--- src/hw/rtl/assert_macros.svh ---
// Assertion macros shared by the timestamp parser RTL.
`ifndef ASSERT_MACROS_SVH
`define ASSERT_MACROS_SVH

`ifndef ASSERT_OFF

`define ASSERT_CLK(lbl, clk_s, rstn_s, prop, msg) \
    lbl: assert property (@(posedge clk_s) disable iff (!rstn_s) prop) \
        else $error(msg);

`define ASSERT_NEVER(lbl, clk_s, rstn_s, cond, msg) \
    lbl: assert property (@(posedge clk_s) disable iff (!rstn_s) !(cond)) \
        else $error(msg);

`else

`define ASSERT_CLK(lbl, clk_s, rstn_s, prop, msg)

`define ASSERT_NEVER(lbl, clk_s, rstn_s, cond, msg)

`endif

`endif

--- src/hw/rtl/iso2ep_pkg.sv ---
// Types, constants and lookup functions of the timestamp to epoch parser.
package iso2ep_pkg;

    localparam int MAX_FRAC_DIGITS_DEF = 9;
    localparam int FIXED_LEN           = 19;

    localparam logic [13:0] MIN_YEAR_RESET = 14'd2024;
    localparam logic [13:0] EPOCH_YEAR     = 14'd1970;

    // Character codes.
    localparam logic [7:0] CH_NUL   = 8'h00;
    localparam logic [7:0] CH_DIG0  = 8'h30;
    localparam logic [7:0] CH_DIG9  = 8'h39;
    localparam logic [7:0] CH_DASH  = 8'h2D;
    localparam logic [7:0] CH_T     = 8'h54;
    localparam logic [7:0] CH_COLON = 8'h3A;
    localparam logic [7:0] CH_DOT   = 8'h2E;
    localparam logic [7:0] CH_Z     = 8'h5A;

    // Conversion constants.
    localparam int DIV25_MUL_YEAR   = 1311;   // (n >> 4) * this >> 15 == n / 400
    localparam int DIV25_SH_YEAR    = 15;
    localparam int DIV25_MUL_YOE    = 164;    // (n >> 2) * this >> 12 == n / 100
    localparam int DIV25_SH_YOE     = 12;
    localparam int DAYS_PER_ERA     = 146097;
    localparam int DAYS_TO_EPOCH    = 719468;
    localparam int SEC_PER_DAY      = 86400;
    localparam logic [37:0] EPOCH_MAX = 38'd253402300800;

    typedef enum logic [2:0] {
        PH_FIXED,
        PH_AFTER_SEC,
        PH_DOT,
        PH_FRAC,
        PH_AFTER_Z
    } phase_t;

    typedef enum logic [2:0] {
        FLD_YEAR,
        FLD_MONTH,
        FLD_DAY,
        FLD_HOUR,
        FLD_MINUTE,
        FLD_SECOND
    } field_t;

    typedef struct packed {
        logic [13:0] year;
        logic [6:0]  month;
        logic [6:0]  day;
        logic [6:0]  hour;
        logic [6:0]  minute;
        logic [6:0]  second;
        logic        frac_nz;
        logic        parse_ok;
    } fields_t;

    // Separator expected at a fixed position, or NUL where a digit belongs.
    function automatic logic [7:0] sep_at(input logic [4:0] pos);
        logic [7:0] sep;
        case (pos)
            5'd4, 5'd7:   sep = CH_DASH;
            5'd10:        sep = CH_T;
            5'd13, 5'd16: sep = CH_COLON;
            default:      sep = CH_NUL;
        endcase
        return sep;
    endfunction

    function automatic field_t field_at(input logic [4:0] pos);
        field_t fld;
        case (pos)
            5'd0, 5'd1, 5'd2, 5'd3, 5'd4: fld = FLD_YEAR;
            5'd5, 5'd6, 5'd7:             fld = FLD_MONTH;
            5'd8, 5'd9, 5'd10:            fld = FLD_DAY;
            5'd11, 5'd12, 5'd13:          fld = FLD_HOUR;
            5'd14, 5'd15, 5'd16:          fld = FLD_MINUTE;
            default:                      fld = FLD_SECOND;
        endcase
        return fld;
    endfunction

    // Day of the March-based year on which each shifted month starts.
    function automatic logic [8:0] doy_base(input logic [3:0] mp);
        logic [8:0] base;
        case (mp)
            4'd0:    base = 9'd0;
            4'd1:    base = 9'd31;
            4'd2:    base = 9'd61;
            4'd3:    base = 9'd92;
            4'd4:    base = 9'd122;
            4'd5:    base = 9'd153;
            4'd6:    base = 9'd184;
            4'd7:    base = 9'd214;
            4'd8:    base = 9'd245;
            4'd9:    base = 9'd275;
            4'd10:   base = 9'd306;
            4'd11:   base = 9'd337;
            default: base = 9'd0;
        endcase
        return base;
    endfunction

    function automatic logic [4:0] month_days(input logic [6:0] month, input logic leap);
        logic [4:0] days;
        case (month)
            7'd2:                      days = leap ? 5'd29 : 5'd28;
            7'd4, 7'd6, 7'd9, 7'd11:   days = 5'd30;
            default:                   days = 5'd31;
        endcase
        return days;
    endfunction

endpackage

--- src/hw/rtl/iso2ep_parser.sv ---
// Character parser: field accumulators, parse phase and the capture register.
`include "assert_macros.svh"

module iso2ep_parser #(
    parameter int MAX_FRACTION_DIGITS = iso2ep_pkg::MAX_FRAC_DIGITS_DEF
) (
    input  logic                clk,
    input  logic                rst_n,
    input  logic                in_valid,
    output logic                in_stall,
    input  logic [7:0]          char_code,
    input  logic                last,
    output logic                cap_valid,
    input  logic                cap_ready,
    output iso2ep_pkg::fields_t cap_fields
);

    localparam int FracW = $clog2(MAX_FRACTION_DIGITS + 1);

    logic [4:0]         pos_reg, pos_next;
    logic [13:0]        year_reg, year_next;
    logic [6:0]         month_reg, month_next;
    logic [6:0]         day_reg, day_next;
    logic [6:0]         hour_reg, hour_next;
    logic [6:0]         minute_reg, minute_next;
    logic [6:0]         second_reg, second_next;
    logic [FracW-1:0]   frac_cnt_reg, frac_cnt_next;
    logic               frac_nz_reg, frac_nz_next;
    iso2ep_pkg::phase_t phase_reg, phase_next;
    logic               failed_reg, failed_next;
    logic               ended_reg, ended_next;
    logic               cap_valid_reg, cap_valid_next;
    iso2ep_pkg::fields_t cap_reg, cap_next;

    // Values after the current character is taken, before the end-of-text clear.
    logic [4:0]         a_pos;
    logic [13:0]        a_year;
    logic [6:0]         a_month, a_day, a_hour, a_minute, a_second;
    logic [FracW-1:0]   a_frac_cnt;
    logic               a_frac_nz;
    iso2ep_pkg::phase_t a_phase;
    logic               a_failed, a_ended;

    logic               accept;
    logic               cap_load;
    logic               is_digit;
    logic [3:0]         digit;
    logic [7:0]         sep;
    logic [13:0]        year_acc;
    logic [6:0]         month_acc, day_acc, hour_acc, minute_acc, second_acc;

    assign in_stall   = last & cap_valid_reg & ~cap_ready;
    assign accept     = in_valid & ~in_stall;
    assign cap_load   = accept & last & (~cap_valid_reg | cap_ready);
    assign cap_valid  = cap_valid_reg;
    assign cap_fields = cap_reg;

    assign is_digit   = (char_code >= iso2ep_pkg::CH_DIG0) && (char_code <= iso2ep_pkg::CH_DIG9);
    assign digit      = char_code[3:0];
    assign sep        = iso2ep_pkg::sep_at(pos_reg);

    // Decimal shift-in: acc * 10 + digit, kept to the field width.
    assign year_acc   = (year_reg << 3) + (year_reg << 1) + {10'd0, digit};
    assign month_acc  = (month_reg << 3) + (month_reg << 1) + {3'd0, digit};
    assign day_acc    = (day_reg << 3) + (day_reg << 1) + {3'd0, digit};
    assign hour_acc   = (hour_reg << 3) + (hour_reg << 1) + {3'd0, digit};
    assign minute_acc = (minute_reg << 3) + (minute_reg << 1) + {3'd0, digit};
    assign second_acc = (second_reg << 3) + (second_reg << 1) + {3'd0, digit};

    always_comb
    begin
        a_pos      = pos_reg;
        a_year     = year_reg;
        a_month    = month_reg;
        a_day      = day_reg;
        a_hour     = hour_reg;
        a_minute   = minute_reg;
        a_second   = second_reg;
        a_frac_cnt = frac_cnt_reg;
        a_frac_nz  = frac_nz_reg;
        a_phase    = phase_reg;
        a_failed   = failed_reg;
        a_ended    = ended_reg;

        if (!ended_reg)
        begin
            if (char_code == iso2ep_pkg::CH_NUL)
            begin
                a_ended = 1'b1;
            end
            else if (!failed_reg)
            begin
                case (phase_reg)
                    iso2ep_pkg::PH_FIXED:
                    begin
                        if (sep != iso2ep_pkg::CH_NUL)
                        begin
                            if (char_code != sep)
                            begin
                                a_failed = 1'b1;
                            end
                        end
                        else if (!is_digit)
                        begin
                            a_failed = 1'b1;
                        end
                        else
                        begin
                            case (iso2ep_pkg::field_at(pos_reg))
                                iso2ep_pkg::FLD_YEAR:   a_year   = year_acc;
                                iso2ep_pkg::FLD_MONTH:  a_month  = month_acc;
                                iso2ep_pkg::FLD_DAY:    a_day    = day_acc;
                                iso2ep_pkg::FLD_HOUR:   a_hour   = hour_acc;
                                iso2ep_pkg::FLD_MINUTE: a_minute = minute_acc;
                                default:                a_second = second_acc;
                            endcase
                        end
                        if (pos_reg == 5'(iso2ep_pkg::FIXED_LEN - 1))
                        begin
                            a_phase = iso2ep_pkg::PH_AFTER_SEC;
                        end
                        else
                        begin
                            a_pos = pos_reg + 5'd1;
                        end
                    end
                    iso2ep_pkg::PH_AFTER_SEC:
                    begin
                        if (char_code == iso2ep_pkg::CH_DOT)
                        begin
                            a_phase = iso2ep_pkg::PH_DOT;
                        end
                        else if (char_code == iso2ep_pkg::CH_Z)
                        begin
                            a_phase = iso2ep_pkg::PH_AFTER_Z;
                        end
                        else
                        begin
                            a_failed = 1'b1;
                        end
                    end
                    iso2ep_pkg::PH_DOT, iso2ep_pkg::PH_FRAC:
                    begin
                        if (is_digit)
                        begin
                            if (frac_cnt_reg >= FracW'(MAX_FRACTION_DIGITS))
                            begin
                                a_failed = 1'b1;
                            end
                            else
                            begin
                                a_frac_cnt = frac_cnt_reg + FracW'(1);
                                if (char_code != iso2ep_pkg::CH_DIG0)
                                begin
                                    a_frac_nz = 1'b1;
                                end
                                a_phase = iso2ep_pkg::PH_FRAC;
                            end
                        end
                        else if (char_code == iso2ep_pkg::CH_Z &&
                                 phase_reg == iso2ep_pkg::PH_FRAC)
                        begin
                            a_phase = iso2ep_pkg::PH_AFTER_Z;
                        end
                        else
                        begin
                            a_failed = 1'b1;
                        end
                    end
                    default:
                    begin
                        // Anything after Z spoils the text.
                        a_failed = 1'b1;
                    end
                endcase
            end
        end

        // Register next values: the word marked last clears the parse state.
        pos_next      = pos_reg;
        year_next     = year_reg;
        month_next    = month_reg;
        day_next      = day_reg;
        hour_next     = hour_reg;
        minute_next   = minute_reg;
        second_next   = second_reg;
        frac_cnt_next = frac_cnt_reg;
        frac_nz_next  = frac_nz_reg;
        phase_next    = phase_reg;
        failed_next   = failed_reg;
        ended_next    = ended_reg;
        if (accept)
        begin
            if (last)
            begin
                pos_next      = '0;
                year_next     = '0;
                month_next    = '0;
                day_next      = '0;
                hour_next     = '0;
                minute_next   = '0;
                second_next   = '0;
                frac_cnt_next = '0;
                frac_nz_next  = 1'b0;
                phase_next    = iso2ep_pkg::PH_FIXED;
                failed_next   = 1'b0;
                ended_next    = 1'b0;
            end
            else
            begin
                pos_next      = a_pos;
                year_next     = a_year;
                month_next    = a_month;
                day_next      = a_day;
                hour_next     = a_hour;
                minute_next   = a_minute;
                second_next   = a_second;
                frac_cnt_next = a_frac_cnt;
                frac_nz_next  = a_frac_nz;
                phase_next    = a_phase;
                failed_next   = a_failed;
                ended_next    = a_ended;
            end
        end

        cap_valid_next = cap_valid_reg;
        if (!cap_valid_reg || cap_ready)
        begin
            cap_valid_next = accept & last;
        end

        cap_next.year     = a_year;
        cap_next.month    = a_month;
        cap_next.day      = a_day;
        cap_next.hour     = a_hour;
        cap_next.minute   = a_minute;
        cap_next.second   = a_second;
        cap_next.frac_nz  = a_frac_nz;
        cap_next.parse_ok = ~a_failed & (a_phase == iso2ep_pkg::PH_AFTER_Z);
    end

    always_ff @(posedge clk or negedge rst_n)
    begin
        if (!rst_n)
        begin
            pos_reg       <= '0;
            year_reg      <= '0;
            month_reg     <= '0;
            day_reg       <= '0;
            hour_reg      <= '0;
            minute_reg    <= '0;
            second_reg    <= '0;
            frac_cnt_reg  <= '0;
            frac_nz_reg   <= 1'b0;
            phase_reg     <= iso2ep_pkg::PH_FIXED;
            failed_reg    <= 1'b0;
            ended_reg     <= 1'b0;
            cap_valid_reg <= 1'b0;
        end
        else
        begin
            pos_reg       <= pos_next;
            year_reg      <= year_next;
            month_reg     <= month_next;
            day_reg       <= day_next;
            hour_reg      <= hour_next;
            minute_reg    <= minute_next;
            second_reg    <= second_next;
            frac_cnt_reg  <= frac_cnt_next;
            frac_nz_reg   <= frac_nz_next;
            phase_reg     <= phase_next;
            failed_reg    <= failed_next;
            ended_reg     <= ended_next;
            cap_valid_reg <= cap_valid_next;
        end
    end

    always_ff @(posedge clk)
    begin
        if (cap_load)
        begin
            cap_reg <= cap_next;
        end
    end

    `ASSERT_CLK(a_pos_range, clk, rst_n, phase_reg == iso2ep_pkg::PH_FIXED |-> pos_reg < 5'(iso2ep_pkg::FIXED_LEN), "fixed field position out of range")
    `ASSERT_NEVER(a_frac_bound, clk, rst_n, frac_cnt_reg > FracW'(MAX_FRACTION_DIGITS), "fraction count beyond limit")
    `ASSERT_CLK(a_frac_seen, clk, rst_n, phase_reg == iso2ep_pkg::PH_FRAC |-> frac_cnt_reg != '0, "fraction phase without digits")
    `ASSERT_CLK(a_cap_hold, clk, rst_n, cap_valid_reg && !cap_ready |=> cap_valid_reg, "captured text dropped while blocked")

endmodule

--- src/hw/rtl/iso2ep_convert.sv ---
// Five-stage pipeline from captured date and time fields to epoch seconds.
`include "assert_macros.svh"

module iso2ep_convert (
    input  logic                clk,
    input  logic                rst_n,
    input  logic [13:0]         min_year,
    input  logic                cap_valid,
    output logic                cap_ready,
    input  iso2ep_pkg::fields_t cap_fields,
    output logic                out_valid,
    input  logic                out_stall,
    output logic [37:0]         epoch_seconds,
    output logic                valid_res
);

    // Stage valid bits and ready chain; a stage takes new data when it is
    // empty or its contents move on in the same cycle.
    logic s2_valid_reg, s3_valid_reg, s4_valid_reg, s5_valid_reg, out_valid_reg;
    logic rdy2, rdy3, rdy4, rdy5, rdy6;

    assign rdy6      = ~out_valid_reg | ~out_stall;
    assign rdy5      = ~s5_valid_reg | rdy6;
    assign rdy4      = ~s4_valid_reg | rdy5;
    assign rdy3      = ~s3_valid_reg | rdy4;
    assign rdy2      = ~s2_valid_reg | rdy3;
    assign cap_ready = rdy2;

    always_ff @(posedge clk or negedge rst_n)
    begin
        if (!rst_n)
        begin
            s2_valid_reg  <= 1'b0;
            s3_valid_reg  <= 1'b0;
            s4_valid_reg  <= 1'b0;
            s5_valid_reg  <= 1'b0;
            out_valid_reg <= 1'b0;
        end
        else
        begin
            if (rdy2) s2_valid_reg  <= cap_valid;
            if (rdy3) s3_valid_reg  <= s2_valid_reg;
            if (rdy4) s4_valid_reg  <= s3_valid_reg;
            if (rdy5) s5_valid_reg  <= s4_valid_reg;
            if (rdy6) out_valid_reg <= s5_valid_reg;
        end
    end

    // Stage 2: range checks, year / 400, shifted month.
    logic [20:0] q_prod;
    logic [6:0]  mp_full;
    logic        ok2_next;
    logic [13:0] s2_year_reg;
    logic [6:0]  s2_month_reg, s2_day_reg, s2_hour_reg, s2_minute_reg, s2_second_reg;
    logic        s2_frac_nz_reg, s2_ok_reg;
    logic [5:0]  s2_q400_reg;
    logic [8:0]  s2_doy_base_reg;

    assign q_prod  = 21'(cap_fields.year[13:4]) * 21'(iso2ep_pkg::DIV25_MUL_YEAR);
    assign mp_full = (cap_fields.month > 7'd2) ? (cap_fields.month - 7'd3)
                                               : (cap_fields.month + 7'd9);
    assign ok2_next = cap_fields.parse_ok &&
                      (cap_fields.year >= min_year) &&
                      (cap_fields.year >= iso2ep_pkg::EPOCH_YEAR) &&
                      (cap_fields.month >= 7'd1) && (cap_fields.month <= 7'd12) &&
                      (cap_fields.day >= 7'd1) &&
                      (cap_fields.hour <= 7'd23) &&
                      (cap_fields.minute <= 7'd59) &&
                      (cap_fields.second <= 7'd59);

    always_ff @(posedge clk)
    begin
        if (rdy2)
        begin
            s2_year_reg     <= cap_fields.year;
            s2_month_reg    <= cap_fields.month;
            s2_day_reg      <= cap_fields.day;
            s2_hour_reg     <= cap_fields.hour;
            s2_minute_reg   <= cap_fields.minute;
            s2_second_reg   <= cap_fields.second;
            s2_frac_nz_reg  <= cap_fields.frac_nz;
            s2_ok_reg       <= ok2_next;
            s2_q400_reg     <= q_prod[iso2ep_pkg::DIV25_SH_YEAR +: 6];
            s2_doy_base_reg <= iso2ep_pkg::doy_base(mp_full[3:0]);
        end
    end

    // Stage 3: year within its 400-year cycle, leap check, day of year,
    // seconds within the day.
    logic [13:0] prod400, r_full;
    logic [8:0]  r400;
    logic        leap, early;
    logic [4:0]  mdays;
    logic [9:0]  doy_full;
    logic [16:0] hms_next;
    logic        ok3_next;
    logic [5:0]  era_next;
    logic [8:0]  yoe_next;
    logic        s3_ok_reg;
    logic [5:0]  s3_era_reg;
    logic [8:0]  s3_yoe_reg, s3_doy_reg;
    logic [16:0] s3_hms_reg;

    assign prod400  = 14'(s2_q400_reg) * 14'd400;
    assign r_full   = s2_year_reg - prod400;
    assign r400     = r_full[8:0];
    assign leap     = (r400[1:0] == 2'd0) && (r400 != 9'd100) &&
                      (r400 != 9'd200) && (r400 != 9'd300);
    assign mdays    = iso2ep_pkg::month_days(s2_month_reg, leap);
    assign ok3_next = s2_ok_reg && (s2_day_reg <= {2'd0, mdays});
    assign early    = s2_month_reg <= 7'd2;
    // January and February count toward the previous year.
    assign era_next = (early && r400 == 9'd0) ? (s2_q400_reg - 6'd1) : s2_q400_reg;
    assign yoe_next = early ? ((r400 == 9'd0) ? 9'd399 : (r400 - 9'd1)) : r400;
    assign doy_full = {1'b0, s2_doy_base_reg} + {3'd0, s2_day_reg} - 10'd1;
    assign hms_next = 17'(s2_hour_reg) * 17'd3600 + 17'(s2_minute_reg) * 17'd60 +
                      17'(s2_second_reg) + 17'(s2_frac_nz_reg);

    always_ff @(posedge clk)
    begin
        if (rdy3)
        begin
            s3_ok_reg  <= ok3_next;
            s3_era_reg <= era_next;
            s3_yoe_reg <= yoe_next;
            s3_doy_reg <= doy_full[8:0];
            s3_hms_reg <= hms_next;
        end
    end

    // Stage 4: day of era and days of the whole eras.
    logic [17:0] yoe365, doe_next;
    logic [6:0]  yq;
    logic [14:0] c_prod;
    logic [2:0]  cent;
    logic [22:0] era_days_next;
    logic        s4_ok_reg;
    logic [22:0] s4_era_days_reg;
    logic [17:0] s4_doe_reg;
    logic [16:0] s4_hms_reg;

    assign yoe365        = 18'(s3_yoe_reg) * 18'd365;
    assign yq            = s3_yoe_reg[8:2];
    assign c_prod        = 15'(yq) * 15'(iso2ep_pkg::DIV25_MUL_YOE);
    assign cent          = c_prod[iso2ep_pkg::DIV25_SH_YOE +: 3];
    assign doe_next      = yoe365 + 18'(yq) - 18'(cent) + 18'(s3_doy_reg);
    assign era_days_next = 23'(s3_era_reg) * 23'(iso2ep_pkg::DAYS_PER_ERA);

    always_ff @(posedge clk)
    begin
        if (rdy4)
        begin
            s4_ok_reg       <= s3_ok_reg;
            s4_era_days_reg <= era_days_next;
            s4_doe_reg      <= doe_next;
            s4_hms_reg      <= s3_hms_reg;
        end
    end

    // Stage 5: days since the epoch.
    logic [23:0] days_full;
    logic        s5_ok_reg;
    logic [21:0] s5_days_reg;
    logic [16:0] s5_hms_reg;

    assign days_full = 24'(s4_era_days_reg) + 24'(s4_doe_reg) -
                       24'(iso2ep_pkg::DAYS_TO_EPOCH);

    always_ff @(posedge clk)
    begin
        if (rdy5)
        begin
            s5_ok_reg   <= s4_ok_reg;
            s5_days_reg <= days_full[21:0];
            s5_hms_reg  <= s4_hms_reg;
        end
    end

    // Output stage: seconds, forced to zero for a rejected text.
    logic [38:0] secs_full;
    logic [37:0] epoch_reg;
    logic        valid_res_reg;

    assign secs_full = 39'(s5_days_reg) * 39'(iso2ep_pkg::SEC_PER_DAY) + 39'(s5_hms_reg);

    always_ff @(posedge clk)
    begin
        if (rdy6)
        begin
            epoch_reg     <= s5_ok_reg ? secs_full[37:0] : 38'd0;
            valid_res_reg <= s5_ok_reg;
        end
    end

    assign out_valid     = out_valid_reg;
    assign epoch_seconds = epoch_reg;
    assign valid_res     = valid_res_reg;

    `ASSERT_CLK(a_s2_hold, clk, rst_n, s2_valid_reg && !rdy2 |=> s2_valid_reg, "stage 2 word lost under stall")
    `ASSERT_CLK(a_s5_hold, clk, rst_n, s5_valid_reg && !rdy5 |=> s5_valid_reg, "stage 5 word lost under stall")
    `ASSERT_NEVER(a_epoch_max, clk, rst_n, out_valid_reg && valid_res_reg && epoch_reg > iso2ep_pkg::EPOCH_MAX, "epoch beyond year 9999")

endmodule

--- src/hw/rtl/iso8601_utc_to_epoch_parser_top.sv ---
// Top level of the ISO 8601 UTC timestamp to Unix epoch parser.
//
// Input channel (in_valid / in_stall): one word per character, char_code and
// last. A word is taken at a clock edge with in_valid high and in_stall low.
// Characters are taken one per cycle unless in_stall is high; the next text
// may start in the cycle right after a word marked last.
// Output channel (out_valid / out_stall): one word per text, epoch_seconds
// and valid_res; the word marked last passes the capture register, stages 2
// to 5 and the output stage before its result appears on the outputs. A word
// is taken when out_valid is high and out_stall is low.
// Throughput is one character per cycle while in_stall is low; the
// conversion pipeline holds up to five texts in flight.
// While the receiver stalls, the pipeline fills; in_stall rises only for a
// word marked last that finds the capture register still occupied.
// Configuration (cfg_valid / cfg_ready): cfg_data sets the minimum accepted
// year. cfg_ready is always high. Write it only while no text is in flight.
// Reset clears the parse state and the pipeline and sets the minimum year
// to 2024; no results are pending afterwards.
module iso8601_utc_to_epoch_parser_top #(
    parameter int MAX_FRACTION_DIGITS = iso2ep_pkg::MAX_FRAC_DIGITS_DEF
) (
    input  logic        clk,
    input  logic        rst_n,
    input  logic        in_valid,
    output logic        in_stall,
    input  logic [7:0]  char_code,
    input  logic        last,
    output logic        out_valid,
    input  logic        out_stall,
    output logic [37:0] epoch_seconds,
    output logic        valid_res,
    input  logic        cfg_valid,
    output logic        cfg_ready,
    input  logic [13:0] cfg_data
);

    logic [13:0]         min_year_reg, min_year_next;
    logic                cap_valid, cap_ready;
    iso2ep_pkg::fields_t cap_fields;

    assign cfg_ready     = 1'b1;
    assign min_year_next = (cfg_valid && cfg_ready) ? cfg_data : min_year_reg;

    always_ff @(posedge clk or negedge rst_n)
    begin
        if (!rst_n)
        begin
            min_year_reg <= iso2ep_pkg::MIN_YEAR_RESET;
        end
        else
        begin
            min_year_reg <= min_year_next;
        end
    end

    iso2ep_parser #(
        .MAX_FRACTION_DIGITS(MAX_FRACTION_DIGITS)
    ) u_parser (
        .clk        (clk),
        .rst_n      (rst_n),
        .in_valid   (in_valid),
        .in_stall   (in_stall),
        .char_code  (char_code),
        .last       (last),
        .cap_valid  (cap_valid),
        .cap_ready  (cap_ready),
        .cap_fields (cap_fields)
    );

    iso2ep_convert u_convert (
        .clk           (clk),
        .rst_n         (rst_n),
        .min_year      (min_year_reg),
        .cap_valid     (cap_valid),
        .cap_ready     (cap_ready),
        .cap_fields    (cap_fields),
        .out_valid     (out_valid),
        .out_stall     (out_stall),
        .epoch_seconds (epoch_seconds),
        .valid_res     (valid_res)
    );

endmodule

--- config.mk ---
export PLATFORM = sky130hd
export DESIGN_NAME = iso8601_utc_to_epoch_parser_top
export DESIGN_NICKNAME = d
export VERILOG_FILES = /design/src/hw/rtl/iso2ep_pkg.sv /design/src/hw/rtl/iso2ep_parser.sv /design/src/hw/rtl/iso2ep_convert.sv /design/src/hw/rtl/iso8601_utc_to_epoch_parser_top.sv
export VERILOG_INCLUDE_DIRS = /design/src /design/src/hw/rtl
export SDC_FILE = /design/constraint.sdc
export NUM_CORES = 1
export LEC_CHECK = 0
export BUFFER_PORTS_ARGS = -buffer_cell sky130_fd_sc_hd__buf_2
export CAP_MARGIN = 10
export CORE_ASPECT_RATIO = 1.1
export CORE_MARGIN = 3
export CORE_UTILIZATION = 40
export DETAILED_ROUTE_END_ITERATION = 10
export GPL_TIMING_DRIVEN = 0
export SLEW_MARGIN = 20
export SYNTH_ARGS = -nofsm -noshare
export SYNTH_HDL_FRONTEND = slang
export SYNTH_HIERARCHICAL = 1
export SYNTH_SLANG_ARGS = --single-unit
--- constraint.sdc ---
create_clock -name clk -period 19.3 [get_ports clk]
set_input_delay 1.93 -clock clk [delete_from_list [all_inputs] [get_ports clk]]
set_output_delay 1.93 -clock clk [all_outputs]
set_load 0.05 [all_outputs]
Yosys cells after proc, flatten, opt, wreduce, memory -nomap -nowiden --
Memories as Yosys holds them, arrays and structs flattened. A register that Yosys moved wholly into a read port is not among the register bits. Index checks and enable logic that the tools add are counted.
Cells by class: $lt $le $gt $ge 14, muxes and demuxes 109, add/sub/neg operators 30, multiply operators 8, bitwise gates (word level) 22, equality and inequality tests 31, reductions and logical operators 33
Operator list (count):
- $mux W7 | 40
- $mux W14 | 8
- $mux W3 | 16
- $add A38 B17 Y38 | 1
- $add A7 B4 Y7 | 5
- $add A7 B7 Y7 | 5
- $mux W4 | 8
- $mul A22 B10 Y31 const B | 1
- $mux W5 | 6
- $mux W1 | 24
- $add A22 B18 Y22 | 1
- $mul A6 B18 Y22 const B | 1
- $sub A22 B20 Y22 const B | 1
- $mul A10 B11 Y21 const B | 1
- $pmux W7 S3 | 1
- $add A18 B7 Y18 | 1
- $add A18 B9 Y18 | 1
- $mul A9 B9 Y18 const B | 1
- $mux W9 | 2
- $sub A18 B3 Y18 | 1
- $sub A9 B1 Y9 const B | 2
- $add A17 B1 Y17 | 1
- $add A17 B13 Y17 | 1
- $add A17 B7 Y17 | 1
- 63 further kinds | 117
Word-level totals: flip-flop bits (word level) 366, bits in read-only memories 240, memories kept 2, output and inout bits 42
Memory list:
- (no name shown) | words 16, width 9, read ports 1, clocked after memory_dff 1, wr ports 0, line iso2ep_pkg.sv:86 | case (mp)
- (no name shown) | words 32, width 3, read ports 1, clocked after memory_dff 0, wr ports 0, line iso2ep_pkg.sv:72 | case (pos)

Logic depth before layout (Yosys ltp) --
Gate-level depths: netlist (run 1).
depth in word-level cells 19, mapped depth 34, mapped depth without buffers 34

Modules after synthesis --
The synthesis (run 1) kept the hierarchy.
Modules (own cells, without submodules):
- iso2ep_convert | instances 1, cells an instance 2161, area an instance 23282.3 sq um
- iso2ep_parser | instances 1, cells an instance 752, area an instance 7564.8 sq um
- iso8601_utc_to_epoch_parser_top | instances 1, cells an instance 31, area an instance 539.3 sq um

Worst setup path before layout (run 1) --
No wires, ideal clock.
path type register -> register, from register u_convert.s3_yoe_reg[5], to register u_convert.s4_doe_reg[16], data pin, path slack 12.301 ns, buffers on the path 0, stages on the path, launching flop included 35, arrival 6.742 ns, setup time 0.258 ns, path through edfxtp_1 > ha_1 > inv_1 > fa_1 > inv_1 > ha_1 > ha_1 > nand4_1 > o21bai_1 > a21o_1 > a21o_1 > a21oi_1 > nor2b_1 > nor2_1 > xor2_1 > ha_1 > inv_1 > fa_1 > inv_1 > ha_1 > inv_1 > fa_1 > inv_1 > ha_1 > fa_1 > a21o_1 > a21oi_1 > o21bai_1 > a21oi_1 > o21bai_1 > a211oi_1 > o21ai_0 > a31o_2 > a21oi_1 > xnor2_1
Between the ends: longest elaborated chain between the ends 4, elaborated cells between the ends (all ways) 5, classes of those cells add/sub: 3; mul: 2
Ends and longest elaborated chain:
- from (decl) | line iso2ep_convert.sv:101 | logic [8:0] s3_yoe_reg, s3_doy_reg;
- from (signal assigned) | line iso2ep_convert.sv:125 | s3_yoe_reg <= yoe_next;
- $mul A9 B9 Y18 | line iso2ep_convert.sv:142 | assign yoe365 = 18'(s3_yoe_reg) * 18'd365;
- $add A18 B7 Y18 | line iso2ep_convert.sv:146 | assign doe_next = yoe365 + 18'(yq) - 18'(cent) + 18'(s3_doy_reg);
- $sub A18 B3 Y18 (*) | line iso2ep_convert.sv:146
- $add A18 B9 Y18 (*) | line iso2ep_convert.sv:146
- named net u_convert.doe_next[16] | line iso2ep_convert.sv:132 | logic [17:0] yoe365, doe_next;
- to (signal assigned) | line iso2ep_convert.sv:155 | s4_doe_reg <= doe_next;
- to (decl) | line iso2ep_convert.sv:139 | logic [17:0] s4_doe_reg;
Mark *: on every way through the listed nets, which the timed path passes. The rest lies on a longest branch. A chain may end at the register's enable or synchronous reset.

Worst setup path after layout (run 1) --
Ends and elaborated chain as after synthesis.

==> impl_metrics.json, run 1 <==
{
  "post_synth_num_cell_types": 95,
  "slowest_stage": "edfxtp_1",
  "synth.most_common_cell": "inv_1",
  "vias_per_cell": 5.00,
  "die_y_um": 300,
  "skew_ns": 0.0368,
  "cp.depth": 34,
  "antenna_found_initial": 0,
  "fmaxAchievable_mhz": 127,
  "synth_area_per_cell_um2": 10.7,
  "grt_use_total": 0.157,
  "start_util": 0.404,
  "synth-compound-area-share": 0.111,
  "syn_inst": 2944,
  "synthMuxAreaShare": 0.0128,
  "ys_ff_latch": 375,
  "period_needed_ns": 7.85,
  "synth-edff-count": 291,
  "ctsResizeCount": 0,
  "critical-path-top-delay-family": "adder cells",
  "fp.dieW_um": 273,
  "setup.worst_path.class": "reg -> reg",
  "relSlewSlack": 0.461,
  "cts_buffers": 44,
  "reg2reg_from": "u_convert/s3_yoe_reg[5]$_DFFE_PP_",
  "async_flop_share": 0.224,
  "clkSinkCount": 375,
  "synth_nets": 3658,
  "fin_tns_setup_ns": 0,
  "holdPathStages": 0,
  "register_area_um2": 10800,
  "drtIter0Drc": 988,
  "holdCritPathClass": "reg -> reg",
  "ys_top_cells_by_area": "edfxtp_1 (28%), ha_1 (20%), fa_1 (11%)",
  "yosys.area_share.simple": 0.0887,
  "rows": 107,
  "slew_violations": 0,
  "multi_input_area_um2": 18300,
  "post-cts-setup-buffers": 0,
  "hp-start": "u_convert/s3_hms_reg[0]$_DFFE_PP_",
  "synthFlopType": "edfxtp_1",
  "drt_wl_total_um": 62900,
  "synth_largest_area_cell": "edfxtp_1",
  "largest_reg_flops": 51,
  "synth_top_family_by_area": "adder cells",
  "startpoint": "u_convert/s3_yoe_reg[5]$_DFFE_PP_",
  "final_nets": 3781,
  "start_kind": "flip-flop",
  "cts_tree": "built",
  "finalSetupViolCount": 0,
  "post-route-drc-count": 0,
  "dieArea_um2": 81900,
  "top_register": "u_parser/cap_fields",
  "synthAdderAreaFrac": 0.315,
  "clockBufferDepth": 3,
  "port_buffers": 66,
  "seq_area_frac_synth": 0.346,
  "rrSetupSlack_ns": 11.45,
  "clkLatencyLatePin_ns": 0.59,
  "root_buffer": "clkbuf_16",
  "grt_pass1_wl_um": 105000,
  "hold_viol_final": 0,
  "finalWeightedCongestion": 0.857,
  "status": "finished, final reports clean",
  "critPathArrivalTime_ns": 8.16,
  "htree_num_levels": 2,
  "num_antenna_cells": 0,
  "holdPathEnd": "u_convert/s4_hms_reg[0]$_DFFE_PP_",
  "wire_per_inst_um": 15.2,
  "yosysWarnings": 6,
  "worstPathMaxFanout": 9,
  "vias": 20700,
  "yosysTopAreaCellShare": 0.278,
  "critPathRequiredTime_ns": 19.61,
  "syn2layout_area_growth_pct": 10.7,
  "path_buf_inv": 6,
  "rsz0062_at_grt": "no",
  "postCtsHoldBufs": 0,
  "grt_max_degree": 61,
  "tightest_slew_ns": 0.801,
  "cap_violations": 0,
  "end_kind": "flip-flop",
  "drt.antenna.violating_nets": 0,
  "grt_overflow": 0,
  "core_um2": 77600,
  "syn_area_um2": 31400,
  "io_pins": 70,
  "max_stage_delay_ns": 0.61,
  "fin_crit_sh": 0.407,
  "synth_xor_area_frac": 0.0555,
  "dp_hpwl_um": 49800,
  "r2r.worst_path.cells": 34,
  "synth_common_cells": "inv_1 (519), ha_1 (512), edfxtp_1 (291)",
  "grt_pass1_vias": 20900,
  "rr_endpoint": "u_convert/s4_doe_reg[16]$_DFFE_PP_",
  "clk_pin_slew_worst_paths_ns": 0.06,
  "drive_above_1_share": 0.0819,
  "fillerInstances": 7385,
  "first_pass_iters": 5
}
[layout by cell type, fill, tap and decap left out, types with 19 or more instances in the layout]
cell type and n:
dfrtp_1 77, ha_1 512, o21ai_0 103, a22oi_1 27, o21bai_1 30, fa_1 174, nand3_1 41, o22ai_1 24
buf_2 78, nor3_1 37, a21o_1 58, xnor2_1 139, xor2_1 60, nand2_1 158, clkbuf_1 47, clkbuf_16 45
mux2_2 31, a21oi_1 125, and2_1 19, nand4_1 22, edfxtp_1 291, nand2b_1 22, inv_1 517, nor2_1 129
[per-stage QoR]
stage / cell area (um2) / setup slack [ns] / hold slack [ns] / instances / utilization
after floorplan: 31400 / 12.30 / 0.400 / 2944 / -
after global placement: 33000 / 11.01 / 0.400 / 4045 / 0.425
after detailed placement: 33200 / 11.37 / 0.405 / 4056 / 0.428
after CTS: 34800 / 11.31 / 0.390 / 4138 / 0.448
after global routing: 34800 / 10.95 / 0.389 / 4138 / 0.448
final: 34800 / 11.45 / 0.399 / 4138 / 0.448
[cells by family (layout without fill, tap and decap cells)]
kind of cell / after synthesis / count (layout)
other: 1 / 1
AND/OR/NAND/NOR: 541 / 541
multiplexers: 36 / 36
XOR/XNOR: 199 / 199
AO/OA/AOI/OAI: 526 / 526
buffers and inverters: 579 / 738
flip-flops: 375 / 375
adder cells (fa/ha/maj): 687 / 687
[worst reg2reg max path: cells and delay by family, from the launching register on]
| family | cells | cell delay (ns) |
|---|---|---|
| xor gates and xnor gates | 2 | 0.38 |
| adders and majority gates | 10 | 3.54 |
| and+or+nand+nor | 3 | 0.33 |
| buffers and inverters | 6 | 0.28 |
| DFF | 1 | 0.61 |
| AOI/OAI and AO/OA | 13 | 2.47 |
[cell type report]
class / instances / area share
clock inverter: 26 / 0.00911
inverter: 521 / 0.0563
sequential: 375 / 0.312
timing repair buffer: 77 / 0.0155
tap: 1035 / 0.0373
multi-input combinational: 1990 / 0.528
clock buffer: 56 / 0.0345
buffer: 58 / 0.00738
[per-layer routing]
metal / routed length (um) / vias up / global-route usage
li1: - / 10500 / -
met1: 28000 / 9913 / 0.197
met2: 31800 / 260 / 0.284
met3: 1900 / 76 / 0.0200
met4: 1210 / 0 / 0.0366
met5: 0 / - / 0
[worst max-delay path by stage]
stage	to	slack (ns)
2_1_floorplan	u_convert/s4_doe_reg[16]$_DFFE_PP_	12.30
3_3_place_gp	u_parser/cap_fields[43]$_DFFE_PP_	11.01
3_5_place_dp	u_convert/s4_doe_reg[16]$_DFFE_PP_	11.37
4_1_cts	u_convert/s4_doe_reg[16]$_DFFE_PP_	11.31
5_1_grt	u_convert/s4_doe_reg[16]$_DFFE_PP_	10.95
6_report	u_convert/s4_doe_reg[16]$_DFFE_PP_	11.45
Power of run 1 is left out: the tool's default activity adds up to more than one toggle a clock period on the data nets, which glitch-free logic cannot reach.
==> run 2: changes to the inputs <==
- clock period: 19.3 -> 7.6 ns (I/O delays scaled with it)
==> run 2 against run 1 <==
  * Wire length rose by 0.17%
  * Utilization rose by 0.073 points
  * Global-route usage is essentially flat
  * Final area grew 0.16%
  * Maximum frequency is 9.2% higher
  * Largest cell class unchanged
==> impl_metrics.json, run 2 (same netlist as run 1, synthesis figures left out) <==
{
  "status": "finished, final reports clean",
  "finalWeightedCongestion": 0.857,
  "wire_per_inst_um": 15.2,
  "first_pass_iters": 6,
  "tightest_slew_ns": 0.794,
  "reg2reg_from": "u_convert/s3_yoe_reg[5]$_DFFE_PP_",
  "grt_max_degree": 61,
  "dieArea_um2": 81900,
  "clk_pin_slew_worst_paths_ns": 0.06,
  "drt.antenna.violating_nets": 0,
  "io_pins": 70,
  "slew_violations": 0,
  "worstPathMaxFanout": 2,
  "holdWs_ns": 0.0406,
  "start_kind": "flip-flop",
  "top_register": "u_parser/cap_fields",
  "end_kind": "flip-flop",
  "clkSinkCount": 375,
  "port_buffers": 66,
  "placed_cells": 4056,
  "rows": 107,
  "largest_reg_flops": 51,
  "drt_wl_total_um": 63000,
  "rrSetupSlack_ns": 0.41,
  "die_y_um": 300,
  "fmaxAchievable_mhz": 139,
  "finalSetupViolCount": 0,
  "root_buffer": "clkbuf_16",
  "critPathArrivalTime_ns": 7.50,
  "core_um2": 77600,
  "final_cell_count_no_fill": 4143,
  "final_common_cell": "inv_1",
  "vias": 20700,
  "vias_per_cell": 4.99,
  "dp_slack_ns": -0.334,
  "r2r.worst_path.cells": 34,
  "grt_pass1_wl_um": 105000,
  "fin_crit_sh": 0.946,
  "layout_setup_ws_ns": 0.408,
  "hold_viol_final": 0,
  "setup.worst_path.class": "reg -> reg",
  "htree_num_levels": 2,
  "cts_buffers": 44,
  "topRoutingLayerUsed": "met4",
  "num_antenna_cells": 0,
  "skew_ns": 0.0359,
  "clkLatencyLatePin_ns": 0.59,
  "fin_tns_setup_ns": 0,
  "drtIter0Drc": 977,
  "post-route-drc-count": 0,
  "mostFrequentLayoutCells": "inv_1 (517), ha_1 (512), edfxtp_1 (291)",
  "max_stage_delay_ns": 0.52,
  "met3_length_um": 1880,
  "cts_tree": "built",
  "holdCritPathClass": "in -> async",
  "start_util": 0.404,
  "final_nets": 3786,
  "fillerInstances": 7386,
  "period_needed_ns": 7.19,
  "grt_overflow": 0,
  "grt_use_total": 0.157,
  "wl_met2_um": 31700,
  "grt_pass1_vias": 20900,
  "cap_violations": 0,
  "antenna_found_initial": 0,
  "syn2layout_area_growth_pct": 10.9,
  "critical-path-top-delay-family": "adder cells",
  "clockBufferDepth": 3,
  "dp_hpwl_um": 49800,
  "relSlewSlack": 0.466,
  "path_buf_inv": 6,
  "met1_length_um": 28200,
  "rr_endpoint": "u_convert/s4_doe_reg[16]$_DFFE_PP_",
  "fp.dieW_um": 273,
  "critPathRequiredTime_ns": 7.91,
  "slowest_stage": "fa_1",
  "drive_above_1_share": 0.0849
}
## run 2: changes by cell type in the layout (fill, tap and decap cells not counted), moves of 2 or more
cell | previous run | this run
a21oi_1 | 125 | 122
a21oi_2 | 1 | 4
buf_4 | 2 | 7
o21ai_0 | 103 | 101
o21ai_1 | 6 | 8
## run 2: worst max path at each step
stage,from,end,depth (start not counted)
2_1_floorplan,u_convert/s3_yoe_reg[5]$_DFFE_PP_,u_convert/s4_doe_reg[16]$_DFFE_PP_,34
3_3_place_gp,u_convert/s3_yoe_reg[5]$_DFFE_PP_,u_convert/s4_doe_reg[16]$_DFFE_PP_,34
3_5_place_dp,u_convert/s3_yoe_reg[5]$_DFFE_PP_,u_convert/s4_doe_reg[16]$_DFFE_PP_,34
4_1_cts,u_convert/s3_yoe_reg[5]$_DFFE_PP_,u_convert/s4_doe_reg[16]$_DFFE_PP_,34
5_1_grt,u_convert/s3_yoe_reg[5]$_DFFE_PP_,u_convert/s4_doe_reg[16]$_DFFE_PP_,34
6_report,u_convert/s3_yoe_reg[5]$_DFFE_PP_,u_convert/s4_doe_reg[16]$_DFFE_PP_,34
## run 2: final cells by class
type	count	area [um2]	area share
Buffer	58	256	0.00737
Sequential cell	375	10800	0.312
Inverter	521	1960	0.0563
Tap cell	1035	1290	0.0372
Timing Repair Buffer	82	577	0.0166
Clock inverter	26	317	0.00909
Multi-Input combinational cell	1990	18400	0.527
Clock buffer	56	1200	0.0344
## run 2: per-layer routing
metal	up-vias	track usage
li1	10500	-
met1	9884	0.199
met2	259	0.284
met3	77	0.0200
met4	0	0.0366
met5	-	0
## run 2: timing repair
| action | 4_1_cts | 5_1_grt |
|---|---|---|
| setup endpoints to repair | 3 | 2 |
| buffers inserted | 5 | 0 |
| hold buffers | 0 | 0 |
| gates cloned | 0 | 0 |
| pin swaps | 1 | 2 |
| resized for setup | 1 | 6 |
## run 2: stage by stage
step | instance area, um2 | utilization
3_3_place_gp | 33000 | 0.425
6_report | 34800 | 0.448
4_1_cts | 34800 | 0.448
3_5_place_dp | 33200 | 0.428
5_1_grt | 34800 | 0.448
2_1_floorplan | 31400 | -
Power of run 2 is left out for the same reason.
